--- config.mk ---
export PLATFORM = sky130hd
export DESIGN_NAME = fvm_queue
export DESIGN_NICKNAME = d
export VERILOG_FILES = /design/src/design/fvm_pkg.sv /design/src/design/fvm_queue.sv
export SDC_FILE = /design/constraint.sdc
export NUM_CORES = 1
export LEC_CHECK = 0
export ABC_AREA = 1
export BUFFER_PORTS_ARGS = -buffer_cell sky130_fd_sc_hd__clkbuf_2
export CAP_MARGIN = 20
export CORE_UTILIZATION = 45
export DETAILED_ROUTE_END_ITERATION = 6
export PLACE_DENSITY_LB_ADDON = 0.15
export SLEW_MARGIN = 15
export SYNTH_ARGS = -nofsm -noshare
export SYNTH_HDL_FRONTEND = slang
export SYNTH_SLANG_ARGS = --single-unit
--- constraint.sdc ---
create_clock -name clk -period 4.3 [get_ports clk]
set_clock_uncertainty 0.2 [all_clocks]
set_input_delay 0.215 -clock clk [delete_from_list [all_inputs] [get_ports clk]]
set_output_delay 0.215 -clock clk [all_outputs]
set_load 0.02 [all_outputs]
--- src/design/fvm_pkg.sv ---
// fvm_pkg: payload structs, codes and constants of the voltage modulator.
// Used by every module in design/; depends on nothing.
package fvm_pkg;

    typedef struct packed {
        logic [9:0]         encoder_position;
        logic signed [15:0] vd_command;
        logic signed [15:0] vq_command;
        logic [15:0]        bus_voltage;
    } fvm_in_t;

    typedef struct packed {
        logic [15:0] duty_a;
        logic [15:0] duty_b;
        logic [15:0] duty_c;
        logic        clipped;
    } fvm_out_t;

    // job handed from front to back: angle plus the voltage commands
    typedef struct packed {
        logic [31:0]        phase;
        logic signed [15:0] vd;
        logic signed [15:0] vq;
        logic [15:0]        bus;
    } fvm_job_t;

    localparam logic [1:0] MODE_ENCODER = 2'd0;
    localparam logic [1:0] MODE_RAMP    = 2'd1;
    localparam logic [1:0] MODE_FORCE   = 2'd2;
    localparam logic [1:0] MODE_HOLD    = 2'd3;

    localparam logic [0:0] REG_ANGLE_MODE = 1'd0;
    localparam logic [0:0] REG_RAMP_STEP  = 1'd1;

    localparam int ATAN_ENTRIES = 24;
    localparam logic signed [33:0] CORDIC_GAIN = 34'sh026DD3B6A;
    localparam logic signed [17:0] HALF_SQRT3_Q16 = 18'sd56756;

    function automatic logic signed [33:0] atan_turn(input logic [4:0] i);
        logic signed [33:0] r;
        begin
            case (i)
                5'd0:  r = 34'sh020000000;
                5'd1:  r = 34'sh012E4051E;
                5'd2:  r = 34'sh009FB385B;
                5'd3:  r = 34'sh0051111D4;
                5'd4:  r = 34'sh0028B0D43;
                5'd5:  r = 34'sh00145D7E1;
                5'd6:  r = 34'sh000A2F61E;
                5'd7:  r = 34'sh000517C55;
                5'd8:  r = 34'sh00028BE53;
                5'd9:  r = 34'sh000145F2F;
                5'd10: r = 34'sh0000A2F98;
                5'd11: r = 34'sh0000517CC;
                5'd12: r = 34'sh000028BE6;
                5'd13: r = 34'sh0000145F3;
                5'd14: r = 34'sh00000A2FA;
                5'd15: r = 34'sh00000517D;
                5'd16: r = 34'sh0000028BE;
                5'd17: r = 34'sh00000145F;
                5'd18: r = 34'sh000000A30;
                5'd19: r = 34'sh000000518;
                5'd20: r = 34'sh00000028C;
                5'd21: r = 34'sh000000146;
                5'd22: r = 34'sh0000000A3;
                5'd23: r = 34'sh000000051;
                default: r = 34'sh0;
            endcase
            return r;
        end
    endfunction

endpackage

--- src/design/fvm_queue.sv ---
// fvm_queue: two-entry job queue between front and back.
// Depends on fvm_pkg.
module fvm_queue import fvm_pkg::*; (
    input  logic     clk,
    input  logic     rst_n,
    input  logic     push,
    output logic     full,
    input  fvm_job_t push_data,
    output logic     not_empty,
    input  logic     pop,
    output fvm_job_t pop_data
);
    fvm_job_t   mem_reg [2];
    logic       wp_reg, rp_reg;
    logic [1:0] cnt_reg;

    assign full = (cnt_reg == 2'd2);
    assign not_empty = (cnt_reg != 2'd0);
    assign pop_data = mem_reg[rp_reg];

    always_ff @(posedge clk)
    begin
        if (push && !full)
            mem_reg[wp_reg] <= push_data;
    end

    always_ff @(posedge clk or negedge rst_n)
    begin
        if (!rst_n)
        begin
            wp_reg <= 1'b0;
            rp_reg <= 1'b0;
            cnt_reg <= '0;
        end
        else
        begin
            if (push && !full) wp_reg <= ~wp_reg;
            if (pop && not_empty) rp_reg <= ~rp_reg;
            cnt_reg <= cnt_reg + 2'((push && !full) ? 1 : 0) - 2'((pop && not_empty) ? 1 : 0);
        end
    end
endmodule

==> out/results.txt <==
Status -> completed
Post-synthesis xor/xnor area fraction -> 0%
All-Layer GR Usage -> 18.7%
Vias in the first global route -> 4071
Worst-path clk slew -> 60 ps
Number of buffers added on ports -> 165
Setup TNS -> 0 ps
Max H-tree Level -> 4
Pins Over Slew Limit -> 0
Hold Path Class -> reg2reg
Die H -> 118 um
GRT overflow -> 0
Setup slack, reg-to-reg -> 1950 ps
Largest register FFs -> 160
Syn_nets -> 536
Register area share after synthesis -> 80.6%
Initial antenna violation count -> 0
Nets -> 791
Yosys reg bits -> 164
Crit share post-route -> 64.5%
Post_cts resized -> 0
Die width -> 118 um
Die Area -> 14000 sq um
Final setup viols -> 0
Worst setup endpoint -> pop_data[19]
Vias -> 4071
CTS root buffer -> clkbuf_16
Clock buffer depth -> 2
Antenna Diode Count -> 0
DRC viols -> 0
Area grow syn2layout -> 38.0%
Row count -> 42
PwrDens -> 667 nW/um^2
Worst-Skew Late Latency -> 410 ps
First-pass DRT Iterations -> 4
DP HPWL -> 7230 um
Dpl cells -> 778
Tmin final -> 2770 ps
Io pins -> 166
Vias per cell -> 4.55
Mapped Cells -> 450
Routed WL per cell -> 13.8 um
Netlist cell types -> 11
Clk sinks -> 164
FMAX -> 361 MHz
Max rail drop VDD -> 0.337 mV
Worst R2R End -> mem_reg[0][64]
Post-CTS setup buffers -> 0
Commonest non-fill, non-tap cell in the layout -> nand2_1
First-pass GRT wire length -> 19900 um
Mux share of post-synthesis cell area -> 0%
Layout cells sized above 1 -> 27.9%
Worst r2r src -> cnt_reg[1]
Worst Setup SP -> rp_reg
Crit path capture type -> output port
Largest net degree at the start of global routing -> 82
Crit-path max FO -> 81
Cell Count, Final, Fillers Out -> 894
Req. time, crit path -> 3880 ps
Slew @ Worst Pin -> 973 ps
Post-Synth Simple-Gate Area -> 15.9%
RSZ-0062 raised after global routing -> false
Worst Setup Path Type -> reg2out
Largest family of logic cells by synthesized area -> simple AND/OR/NAND/NOR gates
DRT Wirelength -> 12400 um
Final GP Congestion -> 0.775
Worst EP arrival -> 2360 ps
Slew margin rel. -> 35.1%
Hold Violations, Final -> 0
Count of hold-fix buffers inserted at cts -> 84
Post-route antenna net violation count -> 0
Synthesized cell area -> 6080 sq um
Cts bufs inserted -> 17
Worst r2r path cells -> 4
Post-Syn Area per Cell -> 13.5 sq um
Leak -> 3.67 nW
Max Cap Viol -> 0
Adder-cell area share of the yosys netlist -> 0.411%
Worst setup SP type -> flip-flop
DRT iter0 DRCs -> 316
Core footprint -> 13200 sq um
Hold_ws -> 269 ps
Initial Utilization -> 46.1%
Most frequent cells in the layout -> nand2_1 (253), clkbuf_2 (165), edfxtp_1 (160)
Synth Area in Compound Gates -> 0%
Warnings from Yosys -> 0
CTS tree -> built
==> critical path, cell delays in order (launching register included) <==
cell and delay (ps):
dfrtp_2 980, inv_6 450, nand2_1 190, nand2_1 90
clkbuf_2 160
==> per-layer routing <==
metal	wire (um)	global-route usage [%]	part of all wire, %
met5	0	0	0
met3	696	5.07	5.6
met4	250	8.25	2.0
met2	6040	30.8	49
met1	5390	23.3	44
==> how the worst min path moves through the flow <==
stage | endpoint | cells after the start | from
floorplan | cnt_reg[0] | 0 | rst_n
global placement | cnt_reg[1] | 1 | rst_n
detailed placement | cnt_reg[1] | 1 | rst_n
CTS | wp_reg | 2 | wp_reg
global route | wp_reg | 2 | wp_reg
finish | wp_reg | 2 | wp_reg
==> through the flow <==
stage          utilization, %  cell area (sq um)  worst slack [ps]  total power (W)
3_5_place_dp             53.3               7030              1920          0.00424
6_report                 63.7               8400              1530          0.00560
5_1_grt                  63.7               8400              1380          0.00591
4_1_cts                  63.7               8400              1520          0.00566
3_3_place_gp             53.3               7030              1950          0.00422
2_1_floorplan               -               6090              1030          0.00365
==> power breakdown <==
| group | switching (W) | total, W | internal (W) |
|---|---|---|---|
| Combinational | 0.00136 | 0.00191 | 0.000552 |
| Clock | 0.000559 | 0.00135 | 0.000787 |
| Sequential | 0.000156 | 0.00234 | 0.00218 |
| Total | 0.00208 | 0.00560 | 0.00352 |
==> final cells by class <==
cell class / count / area [sq um]
flip-flops and latches: 164 / 4910
multi-input cells: 259 / 1000
clock buffers: 21 / 440
inverters: 10 / 43.8
clock inverters: 11 / 87.6
well taps: 176 / 220
fillers: 1025 / 4790
repair buffers: 253 / 1700
==> synth_stat cells (all sizes together) <==
master	number	area, sq um
buf	17	144
edfxtp	160	4800
ha	2	25.0
nor2	1	3.75
inv	10	42.5
nand2	253	950
dfrtp	4	100
nand3	3	15.0
==> cell families after synthesis <==
| group | count (synthesis) |
|---|---|
| adders and majority gates | 2 |
| buffers and inverters | 27 |
| DFF | 164 |
| and+or+nand+nor | 257 |
(Power assumes the default switching activity.)
