**src/design/fvm_pkg.sv**
```systemverilog
// fvm_pkg: payload structs, codes and constants of the voltage modulator.
// Used by every module in design/; depends on nothing.
package fvm_pkg;

    typedef struct packed {
        logic [9:0]         encoder_position;
        logic signed [15:0] vd_command;
        logic signed [15:0] vq_command;
        logic [15:0]        bus_voltage;
    } fvm_in_t;

    typedef struct packed {
        logic [15:0] duty_a;
        logic [15:0] duty_b;
        logic [15:0] duty_c;
        logic        clipped;
    } fvm_out_t;

    // job handed from front to back: angle plus the voltage commands
    typedef struct packed {
        logic [31:0]        phase;
        logic signed [15:0] vd;
        logic signed [15:0] vq;
        logic [15:0]        bus;
    } fvm_job_t;

    localparam logic [1:0] MODE_ENCODER = 2'd0;
    localparam logic [1:0] MODE_RAMP    = 2'd1;
    localparam logic [1:0] MODE_FORCE   = 2'd2;
    localparam logic [1:0] MODE_HOLD    = 2'd3;

    localparam logic [0:0] REG_ANGLE_MODE = 1'd0;
    localparam logic [0:0] REG_RAMP_STEP  = 1'd1;

    localparam int ATAN_ENTRIES = 24;
    localparam logic signed [33:0] CORDIC_GAIN = 34'sh026DD3B6A;
    localparam logic signed [17:0] HALF_SQRT3_Q16 = 18'sd56756;

    function automatic logic signed [33:0] atan_turn(input logic [4:0] i);
        logic signed [33:0] r;
        begin
            case (i)
                5'd0:  r = 34'sh020000000;
                5'd1:  r = 34'sh012E4051E;
                5'd2:  r = 34'sh009FB385B;
                5'd3:  r = 34'sh0051111D4;
                5'd4:  r = 34'sh0028B0D43;
                5'd5:  r = 34'sh00145D7E1;
                5'd6:  r = 34'sh000A2F61E;
                5'd7:  r = 34'sh000517C55;
                5'd8:  r = 34'sh00028BE53;
                5'd9:  r = 34'sh000145F2F;
                5'd10: r = 34'sh0000A2F98;
                5'd11: r = 34'sh0000517CC;
                5'd12: r = 34'sh000028BE6;
                5'd13: r = 34'sh0000145F3;
                5'd14: r = 34'sh00000A2FA;
                5'd15: r = 34'sh00000517D;
                5'd16: r = 34'sh0000028BE;
                5'd17: r = 34'sh00000145F;
                5'd18: r = 34'sh000000A30;
                5'd19: r = 34'sh000000518;
                5'd20: r = 34'sh00000028C;
                5'd21: r = 34'sh000000146;
                5'd22: r = 34'sh0000000A3;
                5'd23: r = 34'sh000000051;
                default: r = 34'sh0;
            endcase
            return r;
        end
    endfunction

endpackage

```
**src/design/fvm_front.sv**
```systemverilog
// fvm_front: accepts ticks, applies the angle mode, keeps ramp/held state.
// Depends on fvm_pkg. Angles come from a reciprocal multiply: partial products, then their sum.
module fvm_front import fvm_pkg::*; #(
    parameter int ENCODER_COUNTS = 1024,
    parameter int RAMP_WRAP      = 100000
) (
    input  logic        clk,
    input  logic        rst_n,
    input  logic        in_valid,
    output logic        in_stall,
    input  fvm_in_t     in_data,
    input  logic [1:0]  angle_mode,
    input  logic [16:0] ramp_step,
    output logic        job_valid,
    input  logic        job_full,
    output fvm_job_t    job_data
);
    localparam int CW = $clog2(RAMP_WRAP + 1);
    // ramp counter also holds a raw encoder count after encoder mode
    localparam int RW = (CW > 10) ? CW : 10;
    localparam int SW = (RW > 17) ? RW + 1 : 18;
    localparam int NW = $clog2(ENCODER_COUNTS + 1);
    // count * 2^32 / D == (count * M) >> S, M = ceil(2^(32+S) / D), exact while count * D < 2^S
    localparam int SH_ENC  = 10 + NW;
    localparam int SH_RAMP = 2 * CW;
    localparam logic [63:0] M_ENC = 64'(((128'd1 << (32 + SH_ENC)) + 128'(ENCODER_COUNTS)
                                         - 128'd1) / 128'(ENCODER_COUNTS));
    localparam logic [63:0] M_RAMP = 64'(((128'd1 << (32 + SH_RAMP)) + 128'(RAMP_WRAP)
                                          - 128'd1) / 128'(RAMP_WRAP));

    localparam logic [1:0] ST_IDLE = 2'd0;
    localparam logic [1:0] ST_MUL  = 2'd1;
    localparam logic [1:0] ST_ADD  = 2'd2;
    localparam logic [1:0] ST_PUSH = 2'd3;

    logic [1:0]       state_reg, state_next;
    logic [RW-1:0]    ramp_reg;
    logic [31:0]      held_reg;
    logic [RW-1:0]    mul_a_reg;
    logic             mul_enc_reg;
    logic [RW+31:0]   plo_reg, phi_reg;
    fvm_in_t          hold_reg;

    logic [SW-1:0]    sum;
    logic [RW-1:0]    ramp_new;
    logic [31:0]      m_lo, m_hi;
    logic [RW+63:0]   prod;
    logic [31:0]      phase_new;

    assign in_stall = (state_reg != ST_IDLE);
    assign sum = SW'(ramp_reg) + SW'(ramp_step);
    assign ramp_new = (sum > SW'(RAMP_WRAP)) ? '0 : RW'(sum);
    assign m_lo = mul_enc_reg ? M_ENC[31:0] : M_RAMP[31:0];
    assign m_hi = mul_enc_reg ? M_ENC[63:32] : M_RAMP[63:32];
    assign prod = {phi_reg, 32'h0} + (RW+64)'(plo_reg);
    // truncation to 32 bits wraps a full turn to zero
    assign phase_new = mul_enc_reg ? 32'(prod >> SH_ENC) : 32'(prod >> SH_RAMP);

    always_comb
    begin
        state_next = state_reg;
        case (state_reg)
            ST_IDLE:
            begin
                if (in_valid)
                begin
                    case (angle_mode)
                        MODE_ENCODER, MODE_RAMP: state_next = ST_MUL;
                        MODE_HOLD:               state_next = ST_PUSH;
                        default: ;
                    endcase
                end
            end
            ST_MUL:  state_next = ST_ADD;
            ST_ADD:  state_next = ST_PUSH;
            ST_PUSH: if (!job_full) state_next = ST_IDLE;
            default: state_next = ST_IDLE;
        endcase
    end

    always_ff @(posedge clk or negedge rst_n)
    begin
        if (!rst_n)
        begin
            state_reg <= ST_IDLE;
            ramp_reg  <= '0;
            held_reg  <= '0;
        end
        else
        begin
            state_reg <= state_next;
            if (state_reg == ST_IDLE && in_valid)
            begin
                case (angle_mode)
                    MODE_ENCODER: ramp_reg <= RW'(in_data.encoder_position);
                    MODE_RAMP:    ramp_reg <= ramp_new;
                    default: ;
                endcase
            end
            else if (state_reg == ST_ADD)
                held_reg <= phase_new;
        end
    end

    // operand capture, then two partial products of the reciprocal
    always_ff @(posedge clk)
    begin
        if (state_reg == ST_IDLE)
        begin
            hold_reg    <= in_data;
            mul_enc_reg <= (angle_mode == MODE_ENCODER);
            mul_a_reg   <= (angle_mode == MODE_ENCODER) ? RW'(in_data.encoder_position)
                                                        : ramp_new;
        end
        else if (state_reg == ST_MUL)
        begin
            plo_reg <= (RW+32)'(mul_a_reg) * (RW+32)'(m_lo);
            phi_reg <= (RW+32)'(mul_a_reg) * (RW+32)'(m_hi);
        end
    end

    assign job_valid = (state_reg == ST_PUSH);
    assign job_data.phase = held_reg;
    assign job_data.vd = hold_reg.vd_command;
    assign job_data.vq = hold_reg.vq_command;
    assign job_data.bus = hold_reg.bus_voltage;
endmodule

```
**config.mk**
```make
export PLATFORM = sky130hd
export DESIGN_NAME = fvm_front
export DESIGN_NICKNAME = d
export VERILOG_FILES = /design/src/design/fvm_pkg.sv /design/src/design/fvm_front.sv
export SDC_FILE = /design/constraint.sdc
export NUM_CORES = 1
export LEC_CHECK = 0
export BUFFER_PORTS_ARGS = -buffer_cell sky130_fd_sc_hd__buf_4
export CORE_MARGIN = 3
export CORE_UTILIZATION = 40
export DETAILED_ROUTE_END_ITERATION = 10
export SETUP_SLACK_MARGIN = 0.3
export SYNTH_ARGS = -nofsm -noshare
export SYNTH_HDL_FRONTEND = slang
export SYNTH_SLANG_ARGS = --single-unit
```
**constraint.sdc**
```tcl
create_clock -name clk -period 18.4 [get_ports clk]
set_input_delay 3.68 -clock clk [delete_from_list [all_inputs] [get_ports clk]]
set_output_delay 3.68 -clock clk [all_outputs]
set_load 0.01 [all_outputs]
```
==> out/results.ini <==
[run_status]
status = complete, no violations

[worst_hold_path]
hold_path.class = reg2reg
hold_end = held_reg[16]$_DFFE_PN0P_
holdPathStages = 1
min-delay-start = held_reg[16]$_DFFE_PN0P_

[sta]
worstMarginPinSlew_ns = 1.00
fmax_ghz = 0.122
slew_viol_final = 0
finalCritPeriodShare = 0.447
min_period_ns = 8.23
hold_viol_final = 0
fin_setup_tns_ns = 0
rsz0062_at_grt = no
fin_worst_skew_ns = 0.0133
slew_headroom = 0.330
worst_slack_ns = 10.17
setup_viol = 0

[placement]
dp_slack_ns = 10.20
dp_cells = 2831
dp_hpwl_mm = 49.2
portBuffers = 162
place_congestion = 1.03

[setup_path]
path_common_cell = fa_1
required_ns = 18.59
critPathArrivalTime_ns = 8.42
end_kind = flop
max_stage_delay_ns = 0.64
r2r_end = plo_reg[48]$_DFFE_PP_
worstSetupPathType = reg2reg
crit_fanout = 66
cp-start-kind = flop
worst_r2r_startpoint = mul_enc_reg$_DFFE_PN_
crit_chain = buf_4 > nand2b_1 > inv_1 > ha_1 > ha_1 > or2_2 > fa_1 > fa_1 > inv_1 > fa_1 > fa_1 > inv_1 > ha_1 > and4_1 > a221o_1 > a2bb2oi_1 > nand2_1 > a31o_2 > a211oi_2 > o21ai_0 > nor4_1 > a311oi_1
r2r_cells = 22
cp_slowest_cell = ha_1
r2r_slack_ns = 10.17
startpoint = mul_enc_reg$_DFFE_PN_

[clock_network]
clockBufferDepth = 2
postCtsSetupRepairBufs = 0
hold_buffers = 0
cts_tree = yes
numCtsBuffers = 17
ctsRootBufferMaster = clkbuf_16
cts_sinks = 178
post_cts_resized = 0
clk_latency_ns = 0.46
path_clk_slew_ns = 0.07
h-tree-depth = 4

[route]
drtIter0Drc = 871
routedWlPerCell_um = 20.0
wirelength_mm = 57.2
num_vias = 14626
ant_nets = 0
drcViolationCount = 0
viasPerCell = 5.11
first_pass_iters = 6

[cells_and_area]
instances_no_fill = 2863
largest_reg_flops = 48
multi_input_comb_area_sq_um = 14200
seq_area_sq_um = 5090
fill_cells = 4922
diodes = 0
fin_nets = 2873
syn_to_final_growth_pct = 12.5
drive_above_1_share = 0.110

[yosys]
ys.flop_type = edfxtp_1
synth_area_sq_um = 21200
ys_warn_count = 0
syn_inst = 2007
yosys.cell_types.count = 74
synth-async-reset-ratio = 0.287
synth_nets = 2710
ys_seq_area_frac = 0.240
avgSynthCellArea_sq_um = 10.6
synth_seq_cells = 178
synth_edf_count = 127

[global_routing]
grt_usage = 0.210
grt_overflow = 0
grt_pass1_wl_mm = 90.2
grt_pass1_vias = 15818
antenna_found_initial = 0
grt_max_degree = 70

[die]
die_w_um = 236
core_sq_um = 51900
num_rows = 83
die_h_um = 236
start_util = 0.408
die_area_sq_um = 55800
io_pins = 163

[flow_run]
cap_viol_max_count = 0

-- cells in the mapped netlist, drive strengths merged (13+ instances only) --
cell,n,area (sq um)
a21o,33,248
a21oi,96,480
a31oi,16,106
and3,13,81.3
clkbuf,22,82.6
dfrtp,51,1280
edfxtp,127,3810
fa,271,5430
ha,351,4390
inv,479,1800
nand2,60,225
nand2b,25,156
nand3,21,105
nand4,13,81.3
nor2,81,304
nor2b,23,144
nor3,17,85.1
o21a,21,158
o21ai,62,348
xnor2,67,587
xor2,22,200
-- routing by layer --
metal / global-route usage / up-vias / part of all wire
met5: 0 / - / 0
met4: 0.0610 / 0 / 0.028
met3: 0.0340 / 83 / 0.046
met2: 0.352 / 377 / 0.48
met1: 0.280 / 7264 / 0.44
li1: - / 6902 / -
-- logic make-up after synthesis --
group / after synthesis / share of synthesized area
adders and majority gates: 622 / 0.463
buffers and inverters: 506 / 0.0902
and+or+nand+nor: 301 / 0.0719
AOI/OAI and AO/OA: 300 / 0.0922
DFF: 178 / 0.240
xor gates and xnor gates: 89 / 0.0371
muxes: 11 / 0.00543
-- worst max-delay path, delay by kind of cell, from the launching register on --
kind,cells,cell delay (ns)
adder cells (fa/ha/maj),7,3.31
AO/OA/AOI/OAI,6,1.68
AND/OR/NAND/NOR,5,1.50
buffers and inverters,4,1.07
flip-flops,1,0.32
-- how the worst max path moves through the flow --
stage	end	slack [ns]	depth (start not counted)
global route	plo_reg[48]$_DFFE_PP_	9.84	22
floorplan	plo_reg[48]$_DFFE_PP_	11.41	26
detailed placement	plo_reg[48]$_DFFE_PP_	10.20	22
CTS	plo_reg[48]$_DFFE_PP_	10.18	22
finish	plo_reg[48]$_DFFE_PP_	10.17	22
global placement	plo_reg[48]$_DFFE_PP_	10.31	22
-- cells in the final DEF (no fill, tap or decap), types with 17 or more instances in the layout --
cell       count
clkbuf_16     17
dfrtp_1       51
fa_1         271
buf_4        171
o21ai_1       19
nor3_1        17
inv_1        479
o21ai_0       33
xor2_1        21
nor2b_1       23
nand3_1       21
nor2_1        81
nand2_1       60
ha_1         348
a21o_1        33
nand2b_1      25
xnor2_1       67
o21a_1        21
edfxtp_1     127
a21oi_1       96
-- per-stage QoR --
step                       util  hold WS [ns]  instance area, sq um
after floorplan               -         0.456                 21200
after global placement    0.448         0.464                 23200
final                     0.459         0.483                 23800
after CTS                 0.459         0.488                 23800
after global routing      0.459         0.499                 23800
after detailed placement  0.448         0.471                 23200
-- final cells by class --
cell class,count,area share
inverters,479,0.0754
repair buffers,171,0.0538
flip-flops and latches,178,0.213
clock inverters,15,0.00766
multi-input cells,1323,0.596
well taps,680,0.0357
clock buffers,17,0.0178
Power is left out: the tool's default activity adds up to more than one toggle a clock period on the data nets, which glitch-free logic cannot reach.
